$ cat src/rtl/core/glos_pkg.sv
// Shared constants and command/status types of the grid line-of-sight checker.
package glos_pkg;

   // Map geometry
   localparam int GRID_SIDE = 128;
   localparam int CELL_W    = $clog2(GRID_SIDE);
   localparam int MAP_DEPTH = GRID_SIDE * GRID_SIDE;
   localparam int MAP_AW    = 2 * CELL_W;

   // Field and arithmetic widths
   localparam int COORD_W = 8;
   localparam int DIM_W   = 8;
   localparam int AXIS_W  = CELL_W;
   localparam int PROD_W  = 2 * AXIS_W;
   localparam int ERR_W   = PROD_W + 3;

   // Item operation codes
   localparam logic OP_WRITE = 1'b0;
   localparam logic OP_QUERY = 1'b1;

   // CSR register indexes (paddr[2])
   localparam logic REG_GRID_WIDTH  = 1'b0;
   localparam logic REG_GRID_HEIGHT = 1'b1;

   // Controller to datapath commands
   typedef struct packed {
      logic clear_step;
      logic write;
      logic load;
      logic prep;
      logic mul_prod;
      logic mul_sq;
      logic init;
      logic step_walk;
      logic step_diag;
   } glos_cmd_type;

   // Datapath to controller status
   typedef struct packed {
      logic clear_last;
      logic out_range;
      logic adjacent;
      logic straight;
      logic knight;
      logic blocked;
      logic err_gt;
      logic major_last;
   } glos_status_type;

endpackage

$ cat src/rtl/core/glos_ctrl.sv
// Sequencer: map clearing pass, item intake and line walk control.
module glos_ctrl import glos_pkg::*; (
   input  logic            clock,
   input  logic            reset,
   input  logic            req_valid,
   output logic            req_stall,
   input  logic            req_operation,
   input  glos_status_type st,
   output glos_cmd_type    cmd,
   input  logic            out_ready,
   output logic            fin_valid,
   output logic            fin_visible
);

   localparam logic [3:0] S_CLEAR = 4'd0;
   localparam logic [3:0] S_IDLE  = 4'd1;
   localparam logic [3:0] S_PREP  = 4'd2;
   localparam logic [3:0] S_CLASS = 4'd3;
   localparam logic [3:0] S_MULP  = 4'd4;
   localparam logic [3:0] S_MULS  = 4'd5;
   localparam logic [3:0] S_INIT  = 4'd6;
   localparam logic [3:0] S_WALK  = 4'd7;
   localparam logic [3:0] S_DIAG  = 4'd8;
   localparam logic [3:0] S_DONE  = 4'd9;

   logic [3:0] state_ff, state_in;
   logic       res_ff, res_in;

   // Next state and commands
   always_comb begin
      state_in  = state_ff;
      res_in    = res_ff;
      cmd       = '0;
      req_stall = 1'b1;
      fin_valid = 1'b0;
      case (state_ff)
         S_CLEAR: begin
            cmd.clear_step = 1'b1;
            if (st.clear_last) state_in = S_IDLE;
         end
         S_IDLE: begin
            req_stall = 1'b0;
            if (req_valid) begin
               if (req_operation == OP_QUERY) begin
                  cmd.load = 1'b1;
                  state_in = S_PREP;
               end else begin
                  cmd.write = 1'b1;
               end
            end
         end
         S_PREP: begin
            cmd.prep = 1'b1;
            state_in = S_CLASS;
         end
         S_CLASS: begin
            if (st.out_range) begin
               res_in   = 1'b0;
               state_in = S_DONE;
            end else if (st.adjacent) begin
               res_in   = 1'b1;
               state_in = S_DONE;
            end else if (st.straight) begin
               state_in = S_INIT;
            end else begin
               state_in = S_MULP;
            end
         end
         S_MULP: begin
            cmd.mul_prod = 1'b1;
            state_in     = S_MULS;
         end
         S_MULS: begin
            cmd.mul_sq = 1'b1;
            state_in   = S_INIT;
         end
         S_INIT: begin
            cmd.init = 1'b1;
            state_in = S_WALK;
         end
         S_WALK: begin
            if (st.blocked) begin
               res_in   = 1'b0;
               state_in = S_DONE;
            end else if (st.knight) begin
               // knight offset: near orthogonal cell is clear
               res_in   = 1'b1;
               state_in = S_DONE;
            end else begin
               cmd.step_walk = 1'b1;
               if (st.err_gt) begin
                  state_in = S_DIAG;
               end else if (st.major_last) begin
                  res_in   = 1'b1;
                  state_in = S_DONE;
               end
            end
         end
         S_DIAG: begin
            if (st.blocked) begin
               res_in   = 1'b0;
               state_in = S_DONE;
            end else begin
               cmd.step_diag = 1'b1;
               if (st.major_last) begin
                  res_in   = 1'b1;
                  state_in = S_DONE;
               end else begin
                  state_in = S_WALK;
               end
            end
         end
         S_DONE: begin
            fin_valid = 1'b1;
            if (out_ready) state_in = S_IDLE;
         end
         default: begin
            state_in = S_IDLE;
         end
      endcase
   end

   assign fin_visible = res_ff;

   always_ff @(posedge clock) begin
      if (reset) begin
         state_ff <= S_CLEAR;
         res_ff   <= 1'b0;
      end else begin
         state_ff <= state_in;
         res_ff   <= res_in;
      end
   end

endmodule

$ cat config.mk
export PLATFORM = sky130hd
export DESIGN_NAME = glos_ctrl
export DESIGN_NICKNAME = d
export VERILOG_FILES = /design/src/rtl/core/glos_pkg.sv /design/src/rtl/core/glos_ctrl.sv
export SDC_FILE = /design/constraint.sdc
export NUM_CORES = 1
export LEC_CHECK = 0
export BUFFER_PORTS_ARGS = -buffer_cell sky130_fd_sc_hd__clkbuf_2
export CAP_MARGIN = 20
export CORE_AREA = 2 2 39 41
export DETAILED_ROUTE_END_ITERATION = 8
export DIE_AREA = 0 0 41 43
export PLACE_DENSITY = 0.67
export SLEW_MARGIN = 20
export SYNTH_ARGS = -nofsm -noshare
export SYNTH_HDL_FRONTEND = slang
export SYNTH_SLANG_ARGS = --single-unit
$ cat constraint.sdc
create_clock -name clock -period 2.6 [get_ports clock]
set_clock_uncertainty 0.05 [all_clocks]
set_input_delay 0 -clock clock [delete_from_list [all_inputs] [get_ports clock]]
set_output_delay 0 -clock clock [all_outputs]
set_load 0.1 [all_outputs]
==> reports/metrics.yaml, run 1 <==
routing:
  first_pass_iters: 4
  vias_per_cell: 5.50
  vias: 605
  postRouteWirelength_mm: 1.33
  routedWlPerCell_um: 12.0
  drc: 0
  antenna_left: 0
  dr.first_iter.drc_count: 20
grt:
  overflow: 0
  grt_antenna_before_repair: 0
  grt_pass1_vias: 510
  track_usage_pct: 17.9
  grt_pass1_wl_mm: 2.09
  grt_max_degree: 18
setup_path:
  arrival_ns: 2.42
  required_ns: 2.67
  rr_worst_depth: 5
  critPathMaxStageDelay_ns: 0.62
  critPathSlowestCell: "dfxtp_1"
  critPathLaunchType: "register"
  setup.worst_path.class: "reg2reg"
  path_delay_family: "simple AND/OR/NAND/NOR gates"
  path_buf_inv: 1
  setup.worst_path.end_class: "register"
  path_depth: 5
  critPathMaxFanout: 17
  cp_cell_sequence: "or4b_4 > o221a_2 > nor3_1 > a221oi_1 > dlygate4sd3_1"
flow_run:
  drv_cap: 0
timing:
  max_freq_ghz: 0.426
  setup_violations: 0
  drv_slew: 0
  worst_pin_slew_ns: 0.564
  fin_crit_ns: 2.35
  period_share_pct: 90.4
  hold_viol: 0
  slew_headroom_pct: 61.9
  tns_ns: 0
  rsz0062_at_grt: "no"
min_path:
  worstHoldPathCells: 4
  hp-class: "in2reg"
synth:
  netlist.area_leader.share_pct: 20.9
  synth.avg_cell_area_um2: 7.26
  yosys-top-cells-area: "dfxtp_1 (21%), nor2_1 (9.4%), nor3_1 (6.3%)"
  synth.yosys.seq_area_share_pct: 20.9
  ys_ff_latch: 5
  synth_cell_type_count: 32
  yosysTopAreaCell: "dfxtp_1"
  synth-edff-count: 0
  synth_cells: 66
  syn_area_um2: 479
  syn_nets: 79
  synthArstFlopShare_pct: 0
  synth_ff_type: "dfxtp_1"
  yosys_warnings: 0
die:
  die_w_um: 41
  start_util_pct: 34.6
  design.core.area_um2: 1380
  die_area_um2: 1760
  die_h_um: 43
  rows: 14
  boundaryPins: 25
power:
  powerDensity_nw_per_um2: 369
  peakVddDrop_uv: 213
  p_leak_nw: 0.282
clock_network:
  cts-htree-levels: 1
  clockBufferDepth: 2
  cts_sinks: 5
  insertion_delay_ns: 0.24
  clk_pin_slew_ns: 0.04
  cts_setup_buffers: 0
  clock-root-buffer: "clkbuf_4"
  cts_tree: "done"
  numCtsBuffers: 3
finish:
  fin_area_um2: 696
  antenna_cells: 0
  stdcell_count: 110
  final_nets: 108
  layout-drive-gt1-share_pct: 37.2
  syn_to_final_growth_pct: 45.2
run_status:
  outcome: "complete, no violations"
place:
  dp_cells: 102
  gp_congestion: 0.850
  placed_area_um2: 629
  port_buffers: 24
  hpwl_mm: 1.01
[worst paths after layout]
| path | slack, ns | from | endpoint |
|---|---|---|---|
| worst max-delay path | 0.25 | state_ff[3] | state_ff[0] |
| worst min-delay path | 0.14 | st[4] | state_ff[1] |
| worst max register to register | 0.25 | state_ff[3] | state_ff[0] |
| worst min register to register | 0.51 | fin_visible | fin_visible |
[metal layers]
metal	global-route usage [%]	wire length (um)	share of wire, %	up-vias
met5	0	0	0	-
met2	25.0	616	46	20
met1	22.3	604	46	266
met3	3.66	69	5.2	4
li1	-	-	-	315
met4	14.7	35	2.6	0
[cell usage in the layout (no fill, tap or decap), types with 2 or more instances in the layout]
master	n
a211oi_1	2
a211oi_2	2
a21oi_1	2
clkbuf_2	24
clkbuf_4	3
dfxtp_1	5
dlygate4sd3_1	4
nand2_1	5
nand2b_1	3
nor2_1	12
nor3_1	5
or4_1	2
[sequential cells by signal, indices dropped and copies added (netlist names)]
name	flops
state_ff	4
fin_visible	1
[cells in the mapped netlist (2+ instances only)]
cell type	n
a211oi_1	2
a211oi_2	2
a21oi_1	2
buf_2	3
dfxtp_1	5
nand2_1	5
nand2b_1	3
nor2_1	12
nor3_1	6
nor3b_1	2
nor4b_1	2
or4_1	2
[power by group]
group	internal, mW	total (mW)	switching [mW]
registers	0.0790	0.0861	0.00711
clock network	0.0578	0.0868	0.0290
logic	0.0257	0.0838	0.0581
total	0.163	0.257	0.0942
[what timing repair did]
item,4_1_cts,5_1_grt
hold buffers,4,0
endpoints found under the hold margin,5,0
gates resized for setup,0,0
[tightest hold or removal path, delay by kind of cell]
| kind | cells | cell delay (ns) |
|---|---|---|
| and+or+nand+nor | 1 | 0.11 |
| buffers and inverters | 1 | 0.08 |
| AOI/OAI and AO/OA | 2 | 0.17 |
[metrics by stage]
stage	hold WS (ns)	setup slack (ns)	util [%]	power, mW
global route	0.142	0.178	50.3	0.277
detailed placement	0.210	0.805	45.5	0.166
CTS	0.124	0.274	50.3	0.262
floorplan	0.0146	-0.272	-	0.144
finish	0.138	0.250	50.3	0.257
global placement	0.201	0.816	45.5	0.165
[cells by family after synthesis]
group,Yosys count,synth area share (%)
DFF,5,20.9
buffers and inverters,5,4.70
and+or+nand+nor,42,49.9
AOI/OAI and AO/OA,14,24.5
[area by class of cell]
class	count	area, um^2
Tap cell	16	20.0
Sequential cell	5	100
Fill cell	137	688
Inverter	1	3.75
Timing Repair Buffer	28	160
Multi-Input combinational cell	56	385
Clock buffer	4	26.3
Power figures use the tool's default switching activity.
==> inputs of run 2 (changes only) <==
--- a/config.mk
+++ b/config.mk
@@ -10,7 +10,8 @@
 export CORE_AREA = 2 2 39 41
 export DETAILED_ROUTE_END_ITERATION = 8
 export DIE_AREA = 0 0 41 43
-export PLACE_DENSITY = 0.67
+export MAX_ROUTING_LAYER = met4
+export PLACE_DENSITY_LB_ADDON = 0.15
 export SLEW_MARGIN = 20
 export SYNTH_ARGS = -nofsm -noshare
 export SYNTH_HDL_FRONTEND = slang
==> run 2 against run 1 <==
  * Cell count stayed put
  * Clock-buffer cell count did not move
  * Non-clock buffer count stayed put
  * Utilization did not move
  * Combinational power increased by 0.6%
  * Worst setup slack lost 0.011 ns
  * Maximum frequency decreased by 0.49%
  * Critical path depth stayed put
  * Largest cell class unchanged
  * Largest power group unchanged
==> reports/metrics.yaml, run 2 (same netlist as run 1, synthesis figures left out) <==
die:
  design.core.area_um2: 1380  # unchanged
  die_area_um2: 1760  # unchanged
  rows: 14  # unchanged
  boundaryPins: 25  # unchanged
  start_util_pct: 34.6  # unchanged
  die_w_um: 41  # unchanged
  die_h_um: 43  # unchanged
place:
  hpwl_mm: 1.04  # +3.3%
  gp_congestion: 0.850  # unchanged
  dp_slack_ns: 0.791  # -0.0139 ns
  port_buffers: 24  # unchanged
finish:
  antenna_cells: 0  # unchanged
  n_fill_cell: 145  # +5.8%
  final_cell_mix: "clkbuf_2 (24), nor2_1 (12), nand2_1 (5), nor3_1 (5), dfxtp_1 (5)"
  final_nets: 108  # unchanged
  top_register: "state_ff"
  layout-drive-gt1-share_pct: 37.2  # unchanged
  largest_reg_flops: 4  # unchanged
  syn_to_final_growth_pct: 45.2  # unchanged
  final_common_cell: "clkbuf_2"
routing:
  dr.first_iter.drc_count: 19  # -5.0%
  vias_per_cell: 5.62  # +2.1%
  drc: 0  # unchanged
  routedWlPerCell_um: 12.4  # +2.7%
  vias: 618  # +2.1%
  postRouteWirelength_mm: 1.36  # +2.7%
  first_pass_iters: 4  # unchanged
  antenna_left: 0  # unchanged
setup_path:
  setup.worst_path.end_class: "register"
  arrival_ns: 2.44  # +0.02 ns
  critPathMaxFanout: 17  # unchanged
  setup.worst_path.class: "reg2reg"
  critPathLaunchType: "register"
  required_ns: 2.68  # about the same
grt:
  track_usage_pct: 17.4  # -0.45 points
  grt_pass1_wl_mm: 2.10  # +0.67%
  grt_max_degree: 18  # unchanged
  overflow: 0  # unchanged
  grt_pass1_vias: 501  # -1.8%
  grt_antenna_before_repair: 0  # unchanged
power:
  seq_power_share_pct: 33.4  # about the same
  p_comb_share_pct: 32.6  # about the same
  peakVddDrop_uv: 211  # -0.89%
  p_int_mw: 0.163  # about the same
  powerDensity_nw_per_um2: 371  # +0.62%
  p_leak_nw: 0.282  # unchanged
  clkPwrFrac_pct: 34.0  # +0.2 points
  switching_share_pct: 37.1  # +0.37 points
  p_switching_mw: 0.0958  # +1.6%
clock_network:
  cts_tree: "done"
  cts_sinks: 5  # unchanged
  numCtsBuffers: 3  # unchanged
  clk_pin_slew_ns: 0.04  # about the same
  cts_setup_buffers: 0  # unchanged
  clockBufferDepth: 2  # unchanged
  cts-htree-levels: 1  # unchanged
  insertion_delay_ns: 0.24  # about the same
  post_cts_resize_count: 0  # unchanged
  clock-root-buffer: "clkbuf_4"
  ctsHoldBuffers: 4  # unchanged
timing:
  slew_headroom_pct: 64.4  # +2.5 points
  max_freq_ghz: 0.423  # -0.49%
  hold_viol: 0  # unchanged
  worst_slack_ns: 0.239  # -0.0115 ns
  period_share_pct: 90.8  # +0.44 points
  fin_crit_ns: 2.36  # +0.0115 ns
  drv_slew: 0  # unchanged
  worst_pin_slew_ns: 0.527  # -0.0370 ns
  rsz0062_at_grt: "no"
  setup_violations: 0  # unchanged
  whs_ns: 0.158  # +0.0205 ns
min_path:
  hp-class: "in2reg"
flow_run:
  drv_cap: 0  # unchanged
run_status:
  outcome: "complete, no violations"
==> run 2: path summary, 6_finish.rpt <==
kind / from / endpoint / slack [ns] / depth (start not counted)
hold / removal: st[4] / state_ff[1] / 0.16 / 4
setup / recovery: state_ff[3] / state_ff[0] / 0.24 / 5
setup reg to reg: state_ff[3] / state_ff[0] / 0.24 / 5
hold reg to reg: fin_visible / fin_visible / 0.51 / 2
==> run 2: final cells by class <==
type	instances	area [um^2]	share of cell area (%)
sequential	5	100	14.4
multi-input combinational	56	385	55.4
clock buffer	4	26.3	3.78
timing repair buffer	28	160	23.0
tap	16	20.0	2.88
inverter	1	3.75	0.540
==> run 2: power groups by stage <==
stage | Sequential, mW | Combinational, mW | Clock [mW]
after floorplan | 0.0832 | 0.0608 | 0
after global placement | 0.0876 | 0.0786 | 0
after detailed placement | 0.0874 | 0.0787 | 0
after CTS | 0.0860 | 0.0843 | 0.0928
after global routing | 0.0868 | 0.0896 | 0.0934
final | 0.0862 | 0.0843 | 0.0878
==> run 2: worst max-delay path, stage by stage, from the launching register on <==
cell           delay, ns
dfxtp_1             0.64
or4b_4              0.57
o221a_2             0.16
nor3_1              0.17
a221oi_1            0.09
dlygate4sd3_1       0.56
==> run 2: through the flow <==
step	total power, mW	area, um^2	instances	setup TNS (ns)	utilization (%)
5_1_grt	0.270	696	110	0	50.3
3_5_place_dp	0.166	629	102	0	45.5
3_3_place_gp	0.166	629	102	0	45.5
6_report	0.258	696	110	0	50.3
2_1_floorplan	0.144	508	66	-0.446	-
4_1_cts	0.263	696	110	0	50.3
==> run 2: routing by layer <==
layer	up-vias	GRT usage (%)	part of all wire, %
met5	-	-	0
met1	285	23.7	46
met2	17	25.3	49
li1	316	-	-
met4	0	4.00	0
met3	0	4.71	4.3
==> inputs of run 3 (changes only) <==
==> constraint.sdc (replaced) <==
create_clock -name clock -period 2.95 [get_ports clock]
set_clock_uncertainty 0.05 [all_clocks]
set_input_delay 0 -clock clock [delete_from_list [all_inputs] [get_ports clock]]
set_output_delay 0 -clock clock [all_outputs]
set_load 0.1 [all_outputs]
==> run 3 against run 2 <==
  * Clock-buffer cell count did not move
  * Flip-flop and latch count did not move
  * Die area did not move
  * Global-route usage rose by 1.4 points
==> reports/metrics.yaml, run 3 (same netlist as run 1, synthesis figures left out) <==
run_status:
  outcome: "complete, no violations"
die:
  design.core.area_um2: 1380  # unchanged
  start_util_pct: 34.6  # unchanged
  die_w_um: 41  # unchanged
  boundaryPins: 25  # unchanged
  die_area_um2: 1760  # unchanged
  die_h_um: 43  # unchanged
  rows: 14  # unchanged
finish:
  syn_to_final_growth_pct: 42.8
  final_common_cell: "clkbuf_2"
  final_cell_mix: "clkbuf_2 (24), nor2_1 (12), nor3_1 (6), nand2_1 (5), dfxtp_1 (5)"
  fin_area_um2: 684  # -1.6%
  antenna_cells: 0  # unchanged
  n_fill_cell: 144  # -0.69%
  layout-drive-gt1-share_pct: 36.2  # -1.1 points
  top_register: "state_ff"
  largest_reg_flops: 4  # unchanged
  final_nets: 108  # unchanged
clock_network:
  clk_pin_slew_ns: 0.05  # about the same
  cts_sinks: 5  # unchanged
  numCtsBuffers: 3  # unchanged
  cts_tree: "done"
  insertion_delay_ns: 0.24  # about the same
  clock-root-buffer: "clkbuf_4"
  cts_setup_buffers: 0  # unchanged
  clockBufferDepth: 2  # unchanged
  post_cts_resize_count: 0  # unchanged
  cts-htree-levels: 1  # unchanged
routing:
  vias_per_cell: 5.79  # +3.1%
  drc: 0  # unchanged
  antenna_left: 0  # unchanged
  vias: 637  # +3.1%
  postRouteWirelength_mm: 1.42  # +4.5%
  routedWlPerCell_um: 12.9  # +4.5%
  first_pass_iters: 4  # unchanged
  dr.first_iter.drc_count: 16  # -3
power:
  p_leak_nw: 0.277  # -1.8%
  powerDensity_nw_per_um2: 335  # -9.7%
  peakVddDrop_uv: 249  # +18%
  total_power_mw: 0.229  # -11%
min_path:
  hp-class: "in2reg"
timing:
  rsz0062_at_grt: "no"
  drv_slew: 0  # unchanged
  worst_pin_slew_ns: 0.532  # +0.00505 ns
  fin_crit_ns: 2.35  # -0.00704 ns
  max_freq_ghz: 0.425  # +0.30%
  setup_violations: 0  # unchanged
  slew_headroom_pct: 64.0  # -0.34 points
  period_share_pct: 79.8  # -11 points
  tns_ns: 0  # unchanged
  hold_viol: 0  # unchanged
place:
  hpwl_mm: 1.03  # -1.3%
  gp_congestion: 0.806  # -5.1%
  placed_area_um2: 618  # -1.8%
  port_buffers: 24  # unchanged
grt:
  track_usage_pct: 18.8  # +1.4 points
  grt_antenna_before_repair: 0  # unchanged
  grt_pass1_vias: 551  # +10%
  overflow: 0  # unchanged
  grt_max_degree: 18  # unchanged
  grt_pass1_wl_mm: 2.27  # +7.9%
setup_path:
  setup.worst_path.end_class: "register"
  setup.worst_path.class: "reg2reg"
  arrival_ns: 2.43  # about the same
  required_ns: 3.03  # +0.35 ns
  critPathMaxFanout: 17  # unchanged
  critPathLaunchType: "register"
flow_run:
  drv_cap: 0  # unchanged
==> run 3: cell counts in the layout (fill, tap and decap cells not counted) <==
Identical to the previous run, type by type.
==> run 3: final cells by class <==
class | count | area [um^2] | share of cell area [%]
clock buffers | 4 | 26.3 | 3.84
inverters | 1 | 3.75 | 0.548
multi-input cells | 56 | 374 | 54.7
flip-flops and latches | 5 | 100 | 14.6
well taps | 16 | 20.0 | 2.93
repair buffers | 28 | 160 | 23.4
==> run 3: through the flow <==
step | worst slack [ns] | instances | util (%) | hold WS, ns
3_3_place_gp | 1.12 | 102 | 44.7 | 0.200
6_report | 0.596 | 110 | 49.5 | 0.124
5_1_grt | 0.492 | 110 | 49.5 | 0.166
2_1_floorplan | 0.0693 | 66 | - | 0.0146
3_5_place_dp | 1.14 | 102 | 44.7 | 0.205
4_1_cts | 0.627 | 110 | 49.5 | 0.119
==> run 3: critical path, stage by stage, from the launching register on <==
cell           delay (ns)
dfxtp_1              0.64
or4b_4               0.57
o221a_2              0.16
nor3_1               0.17
a221oi_1             0.10
dlygate4sd3_1        0.57
==> run 3: per-layer routing <==
metal	vias to the layer above	GRT usage [%]	part of all wire (%)
met5	-	-	0
met4	0	3.33	0.70
met3	2	8.90	7.9
met2	28	26.9	45
met1	290	24.0	46
li1	317	-	-
==> run 3: power by group <==
part | internal, mW | switching (mW)
logic | 0.0221 | 0.0509
registers | 0.0695 | 0.00652
clock network | 0.0512 | 0.0293
==> run 3: path summary, 6_finish.rpt <==
check / cells past startpoint / endpoint / slack [ns] / startpoint
worst max register to register: 5 / state_ff[0] / 0.60 / state_ff[3]
worst min-delay path: 4 / state_ff[1] / 0.12 / st[4]
worst min register to register: 2 / fin_visible / 0.52 / fin_visible
worst max-delay path: 5 / state_ff[0] / 0.60 / state_ff[3]
==> run 3: what timing repair did <==
item                       4_1_cts  5_1_grt
hold buffers                     4        0
hold endpoints to repair         5        0
setup endpoints to repair        0        0
